`src/isaac_pkg.sv`:
```
// ----------------------------------------------------------------------------
// isaac_pkg
// shared constants and types for the isaac generator
// ----------------------------------------------------------------------------
package isaac_pkg;

    localparam int TABLE_WORDS = 256;
    localparam int ADDR_W      = $clog2(TABLE_WORDS);
    localparam int HALF_TABLE  = TABLE_WORDS / 2;
    localparam logic [31:0] GOLDEN = 32'h9e3779b9;
    localparam logic [14:0] DRAW_MOD = 15'd32767;

    typedef logic [ADDR_W-1:0] addr_t;
    typedef logic [31:0] word_t;

    typedef enum logic [1:0]
    {
        FUNC_SEED = 2'd0,
        FUNC_INIT = 2'd1,
        FUNC_DRAW = 2'd2,
        FUNC_NONE = 2'd3
    } func_t;

    typedef struct packed
    {
        logic [1:0] func;
        addr_t      seed_index;
        word_t      seed_word;
        logic       use_seed;
    } req_t;

    // one memory write port
    typedef struct packed
    {
        logic  we;
        addr_t addr;
        word_t data;
    } wr_t;

endpackage

```
`src/isaac_reduce.sv`:
```
// ----------------------------------------------------------------------------
// isaac_reduce
// registered modulo 32767 of a 32-bit word (end-around carry fold)
// ----------------------------------------------------------------------------
module isaac_reduce (
    input  logic                 clk,
    input  isaac_pkg::word_t     word,
    output logic [14:0]          value
);
    // 2^15 == 1 mod 32767: fold into 15-bit pieces
    logic [16:0] sum;
    logic [15:0] fold;
    logic [14:0] fold2;
    logic [14:0] value_next;

    always_comb
    begin
        sum = {2'b0, word[14:0]} + {2'b0, word[29:15]} + {15'b0, word[31:30]};
        fold = {14'b0, sum[16:15]} + {1'b0, sum[14:0]};
        fold2 = fold[14:0] + {14'b0, fold[15]};
        value_next = (fold2 == isaac_pkg::DRAW_MOD) ? 15'd0 : fold2;
    end

    always_ff @(posedge clk)
        value <= value_next;
endmodule

```
`config.mk`:
```
export PLATFORM = sky130hd
export DESIGN_NAME = isaac_reduce
export DESIGN_NICKNAME = d
export VERILOG_FILES = /design/src/isaac_pkg.sv /design/src/isaac_reduce.sv
export SDC_FILE = /design/constraint.sdc
export NUM_CORES = 1
export LEC_CHECK = 0
export ABC_AREA = 1
export BUFFER_PORTS_ARGS = -buffer_cell sky130_fd_sc_hd__buf_4
export CAP_MARGIN = 10
export CORE_ASPECT_RATIO = 0.9
export CORE_MARGIN = 5
export CORE_UTILIZATION = 30
export CTS_CLUSTER_DIAMETER = 40
export DETAILED_ROUTE_END_ITERATION = 6
export GPL_TIMING_DRIVEN = 0
export PLACE_DENSITY_LB_ADDON = 0.12
export SLEW_MARGIN = 15
export SYNTH_ARGS = -nofsm -noshare
export SYNTH_HDL_FRONTEND = slang
export SYNTH_SLANG_ARGS = --single-unit
```
`constraint.sdc`:
```
create_clock -name clk -period 6.4 [get_ports clk]
set_input_delay 0.64 -clock clk [delete_from_list [all_inputs] [get_ports clk]]
set_output_delay 0.64 -clock clk [all_outputs]
set_load 0.02 [all_outputs]
```
; ---- Word level (Yosys, flattened, before mapping)
; Index checks and enable logic that the tools add are counted.
[classes]
addsub = 4
n_eq_ne = 1
[op_table]
columns = cell, n
row1 = $add A16 B2 Y17, 1
row2 = $add A15 B15 Y16, 1
row3 = $add A2 B15 Y16, 1
row4 = $add A15 B1 Y15, 1
row5 = $eq A15 B15 Y1 const B, 1
[word_totals]
register_bits = 15
word_cells = 6

; ---- Longest topological paths before layout
[logic_depth]
depth_word = 5
depth_mapped = 46
mapped_depth_nobuf = 45

; ---- Least setup slack after synthesis
; OpenSTA, ideal clock, no wires.
[synth_path]
path_kind = input to register
startpoint = in word[1]
endpoint = reg value[2]
setup_ns = 0.119
arrival_time_ns = 5.417
setup_slack_ns = 0.865
stages = 44
n_path_buf = 1
path_cell_list = fa_1 > ha_1 > inv_1 > fa_1 > inv_1 > nand3_1 > nand2_1 > nand3_1 > nand3_1 > a21oi_1 > nor2_1 > nor2_1 > xnor2_1 > ha_1 > nand2_1 > nand2_1 > nand2_1 > nor2_1 > [... 8 more ...] > ha_1 > ha_1 > nand2_1 > nor2_1 > nand3_1 > nor2_1 > nand2_1 > nor2_1 > nand3_1 > nor2_2 > nand2_1 > nor2_2 > nand2_1 > nand2_1 > nand2_2 > nor2_4 > buf_6 > nor2_1
[synth_via]
elab_chain_len = 5
[synth_lines]
columns = element, line_no
row1 = from (decl), isaac_reduce.sv:7  ; input isaac_pkg::word_t word,
row2 = $add A15 B15 Y16 *, isaac_reduce.sv:18  ; sum = {2'b0, word[14:0]} + {2'b0, word[29:15]} + {15'b0, word[31:30]};
row3 = $add A16 B2 Y17 *, isaac_reduce.sv:18
row4 = $add A2 B15 Y16 *, isaac_reduce.sv:19  ; fold = {14'b0, sum[16:15]} + {1'b0, sum[14:0]};
row5 = $add A15 B1 Y15 *, isaac_reduce.sv:20  ; fold2 = fold[14:0] + {14'b0, fold[15]};
row6 = $eq A15 B15 Y1, isaac_reduce.sv:21  ; value_next = (fold2 == isaac_pkg::DRAW_MOD) ? 15'd0 : fold2;
row7 = to (signal assigned), isaac_reduce.sv:25  ; value <= value_next;
row8 = to (decl), isaac_reduce.sv:8  ; output logic [14:0] value
; Every way passes the cells marked *; elsewhere a longest branch is shown, timed or not.
; A chain may end at the register's enable or synchronous reset.

; ---- Worst setup path in the final report
[layout_path]
startpoint = in word[31]
endpoint = reg value[2]
[layout_via]
elab_chain_len = 4
[layout_lines]
columns = element, line_no
row1 = $add A16 B2 Y17 *, isaac_reduce.sv:18
row2 = $add A2 B15 Y16 *, isaac_reduce.sv:19
row3 = $add A15 B1 Y15 *, isaac_reduce.sv:20
row4 = $eq A15 B15 Y1, isaac_reduce.sv:21
; Marked as above.

==> summary.txt <==
Synthesis
  – Mapped Area: 2300 sq um
  – Area contributors post-synth: nand2_1, ha_1, dfxtp_1, inv_1, nor2_1
  – Async S/R FF share, synth: 0%
  – Cell count after synthesis: 410
  – Syn Area/Cell: about 5.6 sq um
  – Post-synth EDFFs: 0
  – Yosys top cell by area: nand2_1
  – Seq/Total Area, Yosys: 13.1%
  – Top FF cell, synth: dfxtp_1
  – Yosys reg bits: 15
  – Synth top area share: 23.5%
  – Post-synth cell types: 23
  – Synth warn: 0
  – Syn_nets: 478

Floorplan
  – Row cnt: 30
  – Die area: 9510 sq um
  – Die height: a little over 90 um
  – Die width: 102 um
  – Core area: about 7500 sq um
  – Io pins: 48
  – Initial Utilization: 30.6%

Clocking
  – Hold-fix buffers at CTS: 0
  – H-tree depth: 1
  – CTS tree: yes
  – Worst-path clk slew: 0.05 ns
  – CTS Buf Count: 3
  – Clock buffer depth: 2
  – Clock root cell: clkbuf_8
  – Clk sinks: 15

Detailed routing
  – Wire per inst: 9.83 um
  – Total number of vias: 2498
  – Final wirelength: 5580 um
  – Initial DRC count: 68
  – Drt first pass iters: 4
  – Vias per cell: about 4.4
  – Antenna Nets Post-Route: 0
  – DRC: 0

Power and ir drop
  – Int Power: about 0.32 mW
  – Max VDD drop: 0.0974 mV
  – Clock share of power: 12.1%
  – Sequential share of power: around a fifth
  – Gate power share: 66.8%
  – Leakage power: 1.71 nW
  – Sw Ratio: 47.5%
  – Pwr Density: 195 nW/um^2
  – P_sw: 0.287 mW

Timing
  – Max frequency: 168 MHz
  – Endpoints failing setup: 0
  – Final Hold Viols: 0
  – Actual slew at the worst max-slew pin: around 0.37 ns
  – Slew Viols, Final: 0
  – Setup_tns: 0 ns
  – Final min period: 5.94 ns
  – Period utilization: 92.8%
  – Slew headroom: 75.4%

Min path
  – Hold path depth: 6
  – Worst min-delay path category: input port to flip-flop
  – Hold_sp: word[30]
  – Hold Path End: value[0]

Worst setup path
  – Worst setup EP type: flip-flop
  – CP peak stage delay: 0.58 ns
  – WP buf/inv: 7
  – CP dominant cell by count: nand3_2
  – CP max FO: 6
  – Setup CP Type: input port to flip-flop
  – CP Data Arrival Time: 6.07 ns
  – Slowest CP cell: fa_1
  – WP data required: 6.53 ns
  – CP startpoint kind: input port
  – Family with the most delay on the worst path: simple AND/OR/NAND/NOR gates

GRT
  – Vias in the first global route: 2384
  – Global-route wire length before repair: 9760 um
  – Antenna violations before repair: 0
  – Largest net degree at the start of global routing: 11
  – M2 GR Usage: 21.2%
  – GR peak layer: met2
  – Met1 usage: 16.3%
  – GRT Resource Usage Total: 12.1%
  – Grt total ovfl: 0
  – Met3 Use GR: 2.39%

Placement
  – DP HPWL: ~4700 um
  – I/O Buffers: 47
  – GP Congestion: 0.823
  – Dpl cells: approximately 550

Run
  – Max_cap viols: 0

Cells and area
  – P&R area growth vs syn: 35.2%
  – Non-Filler Instances: 567
  – Layout cells sized above 1: between 20 and 30%
  – ANT cells: 0
  – Layout fillers: 837
  – Most common cell after layout, fill and taps aside: nand2_1
  – Most frequent cells in the layout: nand2_1, inv_1, buf_4
  – Top reg by flops: value
  – FF+latch area: ~300 sq um
  – Top Registers: value: 15 flops
  – Fin nets: 540
  – Multi-input gate area: about 1900 sq um
  – Largest register FFs: 15

Run status
  – Status: finished clean
## logic make-up after synthesis
logic type      synth area share (%)
compound gates                  3.10
xor+xnor                        1.14
fa+ha+maj                       20.4
buf+inv                         12.4
simple gates                    49.9
flops                           13.1
## layer usage
metal | share of wire, % | wire length, um | up-vias
li1 | - | - | 1395
met1 | 50 | 2770 | 1078
met2 | 47 | 2640 | 25
met3 | 2.9 | 162 | 0
met4 | 0 | 0 | 0
met5 | 0 | 0 | -
## final cells by class
type | count | share of cell area (%)
buffer | 1 | 0.362
clock buffer | 4 | 1.45
inverter | 73 | 8.82
multi-input combinational | 321 | 61.9
sequential | 15 | 9.67
tap | 96 | 3.87
timing repair buffer | 57 | 13.9
## per-stage QoR
step / power [mW] / worst slack, ns / instance area (sq um) / hold WS, ns / util, %
3_5_place_dp: 0.498 / -0.401 / 2770 / 1.05 / 36.9
6_report: 0.605 / 0.462 / 3110 / 1.13 / 41.4
4_1_cts: 0.576 / 0.00750 / 2830 / 1.07 / 37.7
5_1_grt: 0.678 / -0.103 / 3110 / 1.19 / 41.4
2_1_floorplan: 0.390 / 0.865 / 2300 / 0.979 / -
3_3_place_gp: 0.496 / -0.341 / 2770 / 1.05 / 36.9
## power groups by stage
| stage | Combinational, mW | Sequential, mW | Clock [mW] |
|---|---|---|---|
| after global routing | 0.467 | 0.131 | 0.0809 |
| after global placement | 0.366 | 0.130 | 0 |
| final | 0.404 | 0.128 | 0.0731 |
| after CTS | 0.371 | 0.128 | 0.0771 |
| after floorplan | 0.224 | 0.166 | 0 |
| after detailed placement | 0.368 | 0.130 | 0 |
## how the worst max path moves through the flow
stage | start | to | slack, ns | cells after the start
final | word[31] | value[2] | 0.46 | 46
after global routing | word[31] | value[2] | -0.10 | 46
after CTS | word[1] | value[2] | 0.007 | 45
after detailed placement | word[1] | value[2] | -0.40 | 44
after global placement | word[1] | value[2] | -0.34 | 44
after floorplan | word[1] | value[2] | 0.86 | 44
## tightest hold or removal path, cell delays in order
cell    delay [ns]
buf_4         0.08
fa_1          0.15
ha_2          0.19
ha_4          0.12
inv_1         0.04
nor2_1        0.09
## cell usage after synthesis, drive strengths merged, types with 2 or more instances
master  number
dfxtp       15
inv         73
a21oi        7
xor2         2
nand3       44
ha          31
nand2      149
nand4        9
fa           4
nor3         2
o21ai        3
nor2        64
## timing repair
item	CTS	global route
gates cloned	0	1
gates resized for setup	2	55
buffers inserted	0	9
pin swaps	0	31
setup endpoints to repair	10	15
Note: power is estimated with default switching activity, not from simulation.
